## src/hdl/ppdt_pkg.sv

```systemverilog
// Package: sizes, codes, types and helpers of the descriptor table.
package ppdt_pkg;

  localparam int NUM_PROCESSES   = 8;
  localparam int FDS_PER_PROCESS = 16;
  localparam int TABLE_DEPTH     = NUM_PROCESSES * FDS_PER_PROCESS;

  // Index widths (at least one bit each)
  localparam int PW  = (NUM_PROCESSES > 1) ? $clog2(NUM_PROCESSES) : 1;
  localparam int FW  = (FDS_PER_PROCESS > 1) ? $clog2(FDS_PER_PROCESS) : 1;
  localparam int TW  = (TABLE_DEPTH > 1) ? $clog2(TABLE_DEPTH) : 1;
  // Scan counter must hold the larger entry count itself
  localparam int SCW = ((PW > FW) ? PW : FW) + 1;

  // Fixed field widths
  localparam int PID_W    = 15;
  localparam int OBJ_W    = 10;
  localparam int ACCESS_W = 9;
  localparam int MODE_W   = 2;
  localparam int FDNUM_W  = 8;
  localparam int DOUT_W   = 4;

  // Access right bit positions
  localparam int RD_BIT = 8;
  localparam int WR_BIT = 7;

  typedef enum logic {
    CMD_OPEN  = 1'b0,
    CMD_CLOSE = 1'b1
  } cmd_t;

  typedef enum logic [1:0] {
    MODE_RD   = 2'd0,
    MODE_WR   = 2'd1,
    MODE_RDWR = 2'd2,
    MODE_BAD  = 2'd3
  } mode_t;

  typedef enum logic [2:0] {
    ST_OK           = 3'd0,
    ST_DENIED       = 3'd1,
    ST_ALREADY_OPEN = 3'd2,
    ST_NO_SLOT      = 3'd3,
    ST_UNKNOWN_PROC = 3'd4,
    ST_BAD_FD       = 3'd5,
    ST_FD_CLOSED    = 3'd6
  } status_t;

  typedef enum logic [1:0] {
    S_IDLE,
    S_PSCAN,
    S_DSCAN,
    S_DONE
  } state_t;

  // Mode versus object rights
  function automatic logic permitted(logic [MODE_W-1:0] mode, logic [ACCESS_W-1:0] bits);
    logic ok;
    ok = 1'b0;
    unique case (mode)
      MODE_RD:   ok = bits[RD_BIT];
      MODE_WR:   ok = bits[WR_BIT];
      MODE_RDWR: ok = bits[RD_BIT] & bits[WR_BIT];
      default:   ok = 1'b0;
    endcase
    return ok;
  endfunction

  // Flat descriptor table address of (slot, fd)
  function automatic logic [TW-1:0] tbl_idx(logic [PW-1:0] slot, logic [FW-1:0] fd);
    return TW'(int'(slot) * FDS_PER_PROCESS + int'(fd));
  endfunction

endpackage

```

## src/hdl/ppdt_ram.sv

```systemverilog
// Generic single-write, single-read RAM with registered read data.
module ppdt_ram #(
  parameter int WIDTH = 8,
  parameter int DEPTH = 16,
  localparam int AW = (DEPTH > 1) ? $clog2(DEPTH) : 1
) (
  input  logic             clk,
  input  logic             we,
  input  logic [AW-1:0]    waddr,
  input  logic [WIDTH-1:0] wdata,
  input  logic [AW-1:0]    raddr,
  output logic [WIDTH-1:0] rdata
);

  logic [WIDTH-1:0] mem_r [DEPTH];
  logic [WIDTH-1:0] rdata_r;

  always_ff @(posedge clk) begin
    if (we) begin
      mem_r[waddr] <= wdata;
    end
    rdata_r <= mem_r[raddr];
  end

  assign rdata = rdata_r;

endmodule

```

## src/hdl/per_process_descriptor_table.sv

```systemverilog
// Per-process descriptor table: process scan, descriptor scan, result register.
// Open: accept, process scan over up to NUM_PROCESSES slots, descriptor scan over
//   FDS_PER_PROCESS descriptors, then result; a denied open skips both scans.
// Close: accept, process scan, result; one request in flight at a time.
// Scan length is set by the one-read-per-cycle port of the owner and object RAMs.
// Reset clears valid bits of both tables; RAM contents stay as is.
module per_process_descriptor_table (
  input  logic                        clk,
  input  logic                        rst_n,
  input  logic                        in_valid,
  output logic                        in_ready,
  input  logic                        in_cmd,
  input  logic [ppdt_pkg::PID_W-1:0]    in_proc_id,
  input  logic [ppdt_pkg::OBJ_W-1:0]    in_object_id,
  input  logic [ppdt_pkg::ACCESS_W-1:0] in_access_bits,
  input  logic [ppdt_pkg::MODE_W-1:0]   in_open_mode,
  input  logic [ppdt_pkg::FDNUM_W-1:0]  in_desc_num,
  output logic                        out_valid,
  input  logic                        out_ready,
  output logic [2:0]                  out_status,
  output logic [ppdt_pkg::DOUT_W-1:0]   out_desc_out
);

  localparam int NP  = ppdt_pkg::NUM_PROCESSES;
  localparam int FDS = ppdt_pkg::FDS_PER_PROCESS;
  localparam int TD  = ppdt_pkg::TABLE_DEPTH;
  localparam int PW  = ppdt_pkg::PW;
  localparam int FW  = ppdt_pkg::FW;
  localparam int TW  = ppdt_pkg::TW;
  localparam int SCW = ppdt_pkg::SCW;

  // Control state
  ppdt_pkg::state_t state_r, state_nxt;
  logic [NP-1:0]    proc_used_r, proc_used_nxt;
  logic [TD-1:0]    desc_open_r, desc_open_nxt;
  logic [SCW-1:0]   cnt_r, cnt_nxt;
  logic             chk_v_r, chk_v_nxt;
  logic             free_v_r, free_v_nxt;
  logic             out_valid_r, out_valid_nxt;

  // Request and result payload
  ppdt_pkg::cmd_t    cmd_r, cmd_nxt;
  logic [ppdt_pkg::PID_W-1:0]   pid_r, pid_nxt;
  logic [ppdt_pkg::OBJ_W-1:0]   obj_r, obj_nxt;
  logic [ppdt_pkg::FDNUM_W-1:0] fdnum_r, fdnum_nxt;
  logic [SCW-2:0]    chk_r, chk_nxt;
  logic [SCW-2:0]    free_r, free_nxt;
  logic [PW-1:0]     slot_r, slot_nxt;
  ppdt_pkg::status_t res_status_r, res_status_nxt;
  logic [FW-1:0]     res_desc_r, res_desc_nxt;
  ppdt_pkg::status_t out_status_r, out_status_nxt;
  logic [ppdt_pkg::DOUT_W-1:0] out_desc_r, out_desc_nxt;

  // RAM ports
  logic                        own_we;
  logic [PW-1:0]               own_waddr, own_raddr;
  logic [ppdt_pkg::PID_W-1:0]  own_rdata;
  logic                        obj_we;
  logic [TW-1:0]               obj_waddr, obj_raddr;
  logic [ppdt_pkg::OBJ_W-1:0]  obj_rdata;

  // Process owner ids, one entry per slot
  ppdt_ram #(.WIDTH(ppdt_pkg::PID_W), .DEPTH(NP)) u_owner_ram (
    .clk   (clk),
    .we    (own_we),
    .waddr (own_waddr),
    .wdata (pid_r),
    .raddr (own_raddr),
    .rdata (own_rdata)
  );

  // Object held by each descriptor
  ppdt_ram #(.WIDTH(ppdt_pkg::OBJ_W), .DEPTH(TD)) u_object_ram (
    .clk   (clk),
    .we    (obj_we),
    .waddr (obj_waddr),
    .wdata (obj_r),
    .raddr (obj_raddr),
    .rdata (obj_rdata)
  );

  // Sequencer: one read issued per cycle, checked in the next cycle
  always_comb begin
    logic [PW-1:0] p;
    logic [PW-1:0] p_sel;
    logic [FW-1:0] d;
    logic [FW-1:0] d_sel;
    logic [TW-1:0] c_idx;
    logic          hit;
    logic          last;

    state_nxt      = state_r;
    proc_used_nxt  = proc_used_r;
    desc_open_nxt  = desc_open_r;
    cnt_nxt        = cnt_r;
    chk_v_nxt      = 1'b0;
    chk_nxt        = cnt_r[SCW-2:0];
    free_v_nxt     = free_v_r;
    free_nxt       = free_r;
    cmd_nxt        = cmd_r;
    pid_nxt        = pid_r;
    obj_nxt        = obj_r;
    fdnum_nxt      = fdnum_r;
    slot_nxt       = slot_r;
    res_status_nxt = res_status_r;
    res_desc_nxt   = res_desc_r;
    out_valid_nxt  = out_valid_r & ~out_ready;
    out_status_nxt = out_status_r;
    out_desc_nxt   = out_desc_r;
    own_we         = 1'b0;
    own_waddr      = slot_r;
    own_raddr      = cnt_r[PW-1:0];
    obj_we         = 1'b0;
    obj_waddr      = '0;
    obj_raddr      = '0;
    p              = chk_r[PW-1:0];
    p_sel          = free_v_r ? free_r[PW-1:0] : p;
    d              = chk_r[FW-1:0];
    d_sel          = free_v_r ? free_r[FW-1:0] : d;
    c_idx          = ppdt_pkg::tbl_idx(p, FW'(fdnum_r));
    hit            = 1'b0;
    last           = 1'b0;

    unique case (state_r)
      ppdt_pkg::S_IDLE: begin
        if (in_valid) begin
          cmd_nxt      = ppdt_pkg::cmd_t'(in_cmd);
          pid_nxt      = in_proc_id;
          obj_nxt      = in_object_id;
          fdnum_nxt    = in_desc_num;
          cnt_nxt      = '0;
          free_v_nxt   = 1'b0;
          res_desc_nxt = '0;
          if (in_cmd == ppdt_pkg::CMD_OPEN &&
              !ppdt_pkg::permitted(in_open_mode, in_access_bits)) begin
            res_status_nxt = ppdt_pkg::ST_DENIED;
            state_nxt      = ppdt_pkg::S_DONE;
          end else begin
            state_nxt = ppdt_pkg::S_PSCAN;
          end
        end
      end

      ppdt_pkg::S_PSCAN: begin
        if (cnt_r < SCW'(NP)) begin
          cnt_nxt   = cnt_r + 1'b1;
          chk_v_nxt = 1'b1;
        end
        if (chk_v_r) begin
          hit  = proc_used_r[p] && (own_rdata == pid_r);
          last = (p == PW'(NP - 1));
          if (hit) begin
            slot_nxt   = p;
            cnt_nxt    = '0;
            chk_v_nxt  = 1'b0;
            free_v_nxt = 1'b0;
            if (cmd_r == ppdt_pkg::CMD_CLOSE) begin
              // close of a known process resolves here
              state_nxt = ppdt_pkg::S_DONE;
              if (int'(fdnum_r) >= FDS) begin
                res_status_nxt = ppdt_pkg::ST_BAD_FD;
              end else if (!desc_open_r[c_idx]) begin
                res_status_nxt = ppdt_pkg::ST_FD_CLOSED;
              end else begin
                desc_open_nxt[c_idx] = 1'b0;
                res_status_nxt       = ppdt_pkg::ST_OK;
              end
            end else begin
              state_nxt = ppdt_pkg::S_DSCAN;
            end
          end else begin
            if (!proc_used_r[p] && !free_v_r) begin
              free_v_nxt = 1'b1;
              free_nxt   = chk_r;
            end
            if (last) begin
              if (cmd_r == ppdt_pkg::CMD_CLOSE) begin
                res_status_nxt = ppdt_pkg::ST_UNKNOWN_PROC;
                state_nxt      = ppdt_pkg::S_DONE;
              end else if (free_v_r || !proc_used_r[p]) begin
                // register new process in lowest free slot
                proc_used_nxt[p_sel] = 1'b1;
                own_we               = 1'b1;
                own_waddr            = p_sel;
                slot_nxt             = p_sel;
                cnt_nxt              = '0;
                chk_v_nxt            = 1'b0;
                free_v_nxt           = 1'b0;
                state_nxt            = ppdt_pkg::S_DSCAN;
              end else begin
                res_status_nxt = ppdt_pkg::ST_NO_SLOT;
                state_nxt      = ppdt_pkg::S_DONE;
              end
            end
          end
        end
      end

      ppdt_pkg::S_DSCAN: begin
        if (cnt_r < SCW'(FDS)) begin
          obj_raddr = ppdt_pkg::tbl_idx(slot_r, cnt_r[FW-1:0]);
          cnt_nxt   = cnt_r + 1'b1;
          chk_v_nxt = 1'b1;
        end
        if (chk_v_r) begin
          hit  = desc_open_r[ppdt_pkg::tbl_idx(slot_r, d)] && (obj_rdata == obj_r);
          last = (d == FW'(FDS - 1));
          if (hit) begin
            res_status_nxt = ppdt_pkg::ST_ALREADY_OPEN;
            chk_v_nxt      = 1'b0;
            state_nxt      = ppdt_pkg::S_DONE;
          end else begin
            if (!desc_open_r[ppdt_pkg::tbl_idx(slot_r, d)] && !free_v_r) begin
              free_v_nxt = 1'b1;
              free_nxt   = chk_r;
            end
            if (last) begin
              state_nxt = ppdt_pkg::S_DONE;
              if (free_v_r || !desc_open_r[ppdt_pkg::tbl_idx(slot_r, d)]) begin
                // allocate lowest free descriptor
                desc_open_nxt[ppdt_pkg::tbl_idx(slot_r, d_sel)] = 1'b1;
                obj_we         = 1'b1;
                obj_waddr      = ppdt_pkg::tbl_idx(slot_r, d_sel);
                res_status_nxt = ppdt_pkg::ST_OK;
                res_desc_nxt   = d_sel;
              end else begin
                res_status_nxt = ppdt_pkg::ST_NO_SLOT;
              end
            end
          end
        end
      end

      ppdt_pkg::S_DONE: begin
        // load output register once it is free or being drained
        if (!out_valid_r || out_ready) begin
          out_valid_nxt  = 1'b1;
          out_status_nxt = res_status_r;
          out_desc_nxt   = ppdt_pkg::DOUT_W'(res_desc_r);
          state_nxt      = ppdt_pkg::S_IDLE;
        end
      end

      default: begin
        state_nxt = ppdt_pkg::S_IDLE;
      end
    endcase
  end

  // Control registers
  always_ff @(posedge clk) begin
    if (!rst_n) begin
      state_r     <= ppdt_pkg::S_IDLE;
      proc_used_r <= '0;
      desc_open_r <= '0;
      cnt_r       <= '0;
      chk_v_r     <= 1'b0;
      free_v_r    <= 1'b0;
      out_valid_r <= 1'b0;
    end else begin
      state_r     <= state_nxt;
      proc_used_r <= proc_used_nxt;
      desc_open_r <= desc_open_nxt;
      cnt_r       <= cnt_nxt;
      chk_v_r     <= chk_v_nxt;
      free_v_r    <= free_v_nxt;
      out_valid_r <= out_valid_nxt;
    end
  end

  // Payload registers
  always_ff @(posedge clk) begin
    cmd_r        <= cmd_nxt;
    pid_r        <= pid_nxt;
    obj_r        <= obj_nxt;
    fdnum_r      <= fdnum_nxt;
    chk_r        <= chk_nxt;
    free_r       <= free_nxt;
    slot_r       <= slot_nxt;
    res_status_r <= res_status_nxt;
    res_desc_r   <= res_desc_nxt;
    out_status_r <= out_status_nxt;
    out_desc_r   <= out_desc_nxt;
  end

  assign in_ready     = (state_r == ppdt_pkg::S_IDLE);
  assign out_valid    = out_valid_r;
  assign out_status   = out_status_r;
  assign out_desc_out = out_desc_r;

endmodule

```

## config.mk

```make
export PLATFORM = sky130hd
export DESIGN_NAME = per_process_descriptor_table
export DESIGN_NICKNAME = d
export VERILOG_FILES = /design/src/hdl/ppdt_pkg.sv /design/src/hdl/ppdt_ram.sv /design/src/hdl/per_process_descriptor_table.sv
export SDC_FILE = /design/constraint.sdc
export NUM_CORES = 2
export LEC_CHECK = 0
export BUFFER_PORTS_ARGS = -buffer_cell sky130_fd_sc_hd__buf_2
export CAP_MARGIN = 20
export CORE_MARGIN = 2
export CORE_UTILIZATION = 40
export DETAILED_ROUTE_END_ITERATION = 10
export GPL_TIMING_DRIVEN = 0
export PLACE_DENSITY_LB_ADDON = 0.1
export RECOVER_POWER = 50
export SLEW_MARGIN = 25
export SYNTH_ARGS = -nofsm -noshare
export SYNTH_HDL_FRONTEND = slang
export SYNTH_SLANG_ARGS = --single-unit
```

## constraint.sdc

```tcl
create_clock -name clk -period 4.5 [get_ports clk]
set_input_delay 0.675 -clock clk [delete_from_list [all_inputs] [get_ports clk]]
set_output_delay 0.675 -clock clk [all_outputs]
set_load 0.01 [all_outputs]
```

==> summary.md <==
| Metric | Value |
|---|---|
| Outcome | finished, violations left |
| Violated checks | max-capacitance violations |
| Number of synthesized flops with an enable pin | roughly 1.5k |
| Fin worst setup slack | roughly 0.015 ns |
| Routed length on met3 | roughly 14000 um |
| Violation count after the first detailed-route iteration | between 5k and 6k |
| Mapped Nets | about 3.9k |
| Die extent in y | between 400 and 500 um |
| Unrepaired setup endpoints after global routing | true |
| GRT Total Usage | around a quarter |
| DR WL/cell | between 30 and 40 um |
| GRT Residual Overflow | 0 |
| Slew @ Worst Pin | around 1.5 ns |
| Largest net degree at the start of global routing | 25 |
| CTS tree | yes |
| Post-layout minimum cycle time | about 4.5 ns |
| Pre-Repair DR Iteration Count | 6 |
| Avg Cell Area, Syn | approximately 17 sq um |
| Highest-count cells in the layout ignoring fill and taps | 1455 x edfxtp_1, 289 x mux4_2, 261 x clkbuf_1 |
| Initial antenna violation count | 4 |
| Placement Cell Area | approximately 70000 sq um |
| Clk slew on worst S/H paths | about 0.06 ns |
| Vias in the first global route | roughly 40k |
| Synth top area cells | edfxtp_1 67%, mux4_2 9.9%, dfxtp_1 5.3%, o221ai_1 2.3%, o22ai_1 1.6% |
| Initial Util | roughly two fifths |
| Layout cells sized above 1 | between 20 and 25% |
| Fin crit share | 99.7% |
| Crit. End Element | flop |
| Fmax | around 220 MHz |
| Worst slew margin | 0.946% |
| Design area | around 77000 sq um |
| Clock Skew | ~0.033 ns |
| Synth unique cells | 83 |
| Via/cell ratio | a little over 6 |
| PD cells | ~460 nW/um^2 |
| Die W | 409 um |
| Vias | 39.8k |
| Yosys reg bits | 1630 |
| Clk root buf | clkbuf_16 |
| Number of routed nets with antenna violations | 0 |
| Critical Path Start Type | flop |
| Global-route wire length before repair | approximately 290000 um |
| Met2 WL | 97500 um |
| I/O Pins | between 50 and 60 |
| CP required | roughly 4.9 ns |
| # rows | approximately 150 |
| Post-Syn Area | 65600 sq um |
| WL final | approximately 210000 um |
| Primary FF master, synth | edfxtp_1 |
| Final hold vios | 0 |
| Sequential area share after synthesis | between 70% and 80% |
| Critical path peak fanout | 10 |
| Fin nets | 4298 |
| Max H-tree Level | 4 |
| CP Class | flop to flop |
| Die Area | 167000 sq um |
| DR top layer | met5 |
| Core region area | between 150000 and 200000 sq um |
| Slew Limit Fails | 0 |
| Commonest non-fill, non-tap cell in the layout | edfxtp_1 |
| Arr. time, crit path | 4.93 ns |
| Placer Congestion | ~0.95 |
| IO Port Bufs | 49 |
| Max clock buf depth | 3 |
| Maximum vdd drop | between 0.4 and 0.5 mV |
| Syn. warnings | 0 |
| Setup violators final | 0 |
| Clock buffer count from CTS | about 170 |
| Post-synth ARST share | 0% |
| Top cell type's share of synthesized area | 66.6% |
| Maxcap violations | 1 |
| DR DRC count | 0 |
| Worst min-delay path category | input port to flop |
| Insertion delay to the later sink of the worst-skew pair | slightly above 0.8 ns |
| Pleak | about 24 nW |
| Half-perimeter wire length after placement | 141000 um |
| Routed metal-1 wire length | slightly below 90000 um |
| Tot Pwr | approximately 0.036 W |
| Cells after Synth | 3872 |
| Area growth syn-to-layout | 16.7% |
| Leading area contributor after synthesis | edfxtp_1 |
| WHS | 0.0514 ns |
| Sink Count | 1630 |
| Ant diodes | 0 |
| Dpl ws | -1.81 ns |
==> path summary, 6_finish.rpt <==
| kind | cells after the start | slack, ns | end | start |
|---|---|---|---|---|
| setup / recovery | 5 | 0.01 | u_object_ram.mem_r[110][5] | slot_r[2] |
| hold / removal | 1 | 0.05 | pid_r[1] | in_proc_id[1] |
| setup reg to reg | 5 | 0.01 | u_object_ram.mem_r[110][5] | slot_r[2] |
| hold reg to reg | 0 | 0.38 | chk_r[1] | cnt_r[1] |
==> area by class of cell <==
cell class	count	area, sq um
Clock buffer	230	4690
Fill cell	14000	86200
Tap cell	2175	2720
Timing Repair Buffer	201	1680
Inverter	18	71.3
Clock inverter	86	826
Buffer	296	1590
Sequential cell	1630	47200
Multi-Input combinational cell	1924	17800
==> power breakdown <==
group	total (W)	internal, W	switching, W
clock	0.0141	0.00816	0.00590
combinational	0.00391	0.00108	0.00283
sequential	0.0176	0.0174	0.000205
==> flip-flops by register name, summed over array words and instances (netlist names) <==
| signal | count |
|---|---|
| chk_r | 4 |
| out_desc_out | 4 |
| out_valid | 1 |
| proc_used_r | 8 |
| free_v_r | 1 |
| slot_r | 3 |
| u_owner_ram.rdata | 15 |
| obj_r | 10 |
| desc_open_r | 128 |
| pid_r | 15 |
| cmd_r | 1 |
| out_status | 3 |
| free_r | 4 |
| u_object_ram.mem_r | 1280 |
| chk_v_r | 1 |
| u_object_ram.rdata | 10 |
| fdnum_r | 8 |
| res_status_r | 3 |
| state_r | 2 |
| u_owner_ram.mem_r | 120 |
| cnt_r | 5 |
| res_desc_r | 4 |
==> cell usage after synthesis, drive strengths merged (6+ instances only) <==
cell type and number:
a211oi 10, a21oi 25, a221o 7, a221oi 16, a22o 6, a22oi 16, a31o 113, a31oi 129
a41o 16, and2 7, buf 108, clkbuf 193, dfxtp 175, edfxtp 1455, inv 16, mux2 7
mux2i 97, mux4 291, nand2 236, nand2b 16, nand3 26, nand4 21, nor2 209, nor2b 18
nor3 14, nor4 7, o211ai 9, o21a 12, o21ai 184, o221ai 175, o22ai 168, o32a 10
or2 6, xnor2 19, xor2 6
==> kinds of logic after synthesis <==
kind of cell | Yosys count | share of synthesized area, %
muxes | 395 | 11.6
xor gates and xnor gates | 25 | 0.334
AOI/OAI and AO/OA | 925 | 10.1
and+or+nand+nor | 573 | 3.78
DFF | 1630 | 71.9
buffers and inverters | 319 | 2.19
adders and majority gates | 5 | 0.0953
==> per-layer routing <==
| metal | vias up | global-route usage [%] |
|---|---|---|
| met5 | - | 0 |
| met1 | 21000 | 34.5 |
| met2 | 1664 | 38.8 |
| met4 | 4 | 8.32 |
| li1 | 16800 | - |
| met3 | 401 | 4.27 |
==> worst max-delay path: stages, from the launching register on <==
cell and delay, ns:
edfxtp_1 0.44, clkbuf_1 0.56, buf_1 0.72, clkbuf_1 0.79, nand3_1 0.93, nor2_4 0.65
==> stage by stage <==
stage                     utilization [%]  instances  setup TNS [ns]
after global routing                 47.1       6560        -0.00502
after global placement               42.1       6096        -6437.16
after CTS                            47.4       6556           -1.84
after detailed placement             43.1       6184        -1663.78
after floorplan                         -       3872               0
final                                47.1       6560               0
==> repair_timing <==
action,CTS,global route
cloned,0,1
buffers inserted,56,5
pin swaps,36,2
endpoints found under the hold margin,2,0
hold buffers,2,0
gates resized for setup,250,49
setup endpoints to repair,1436,518
No activity file was read; power rests on OpenSTA's default activity.
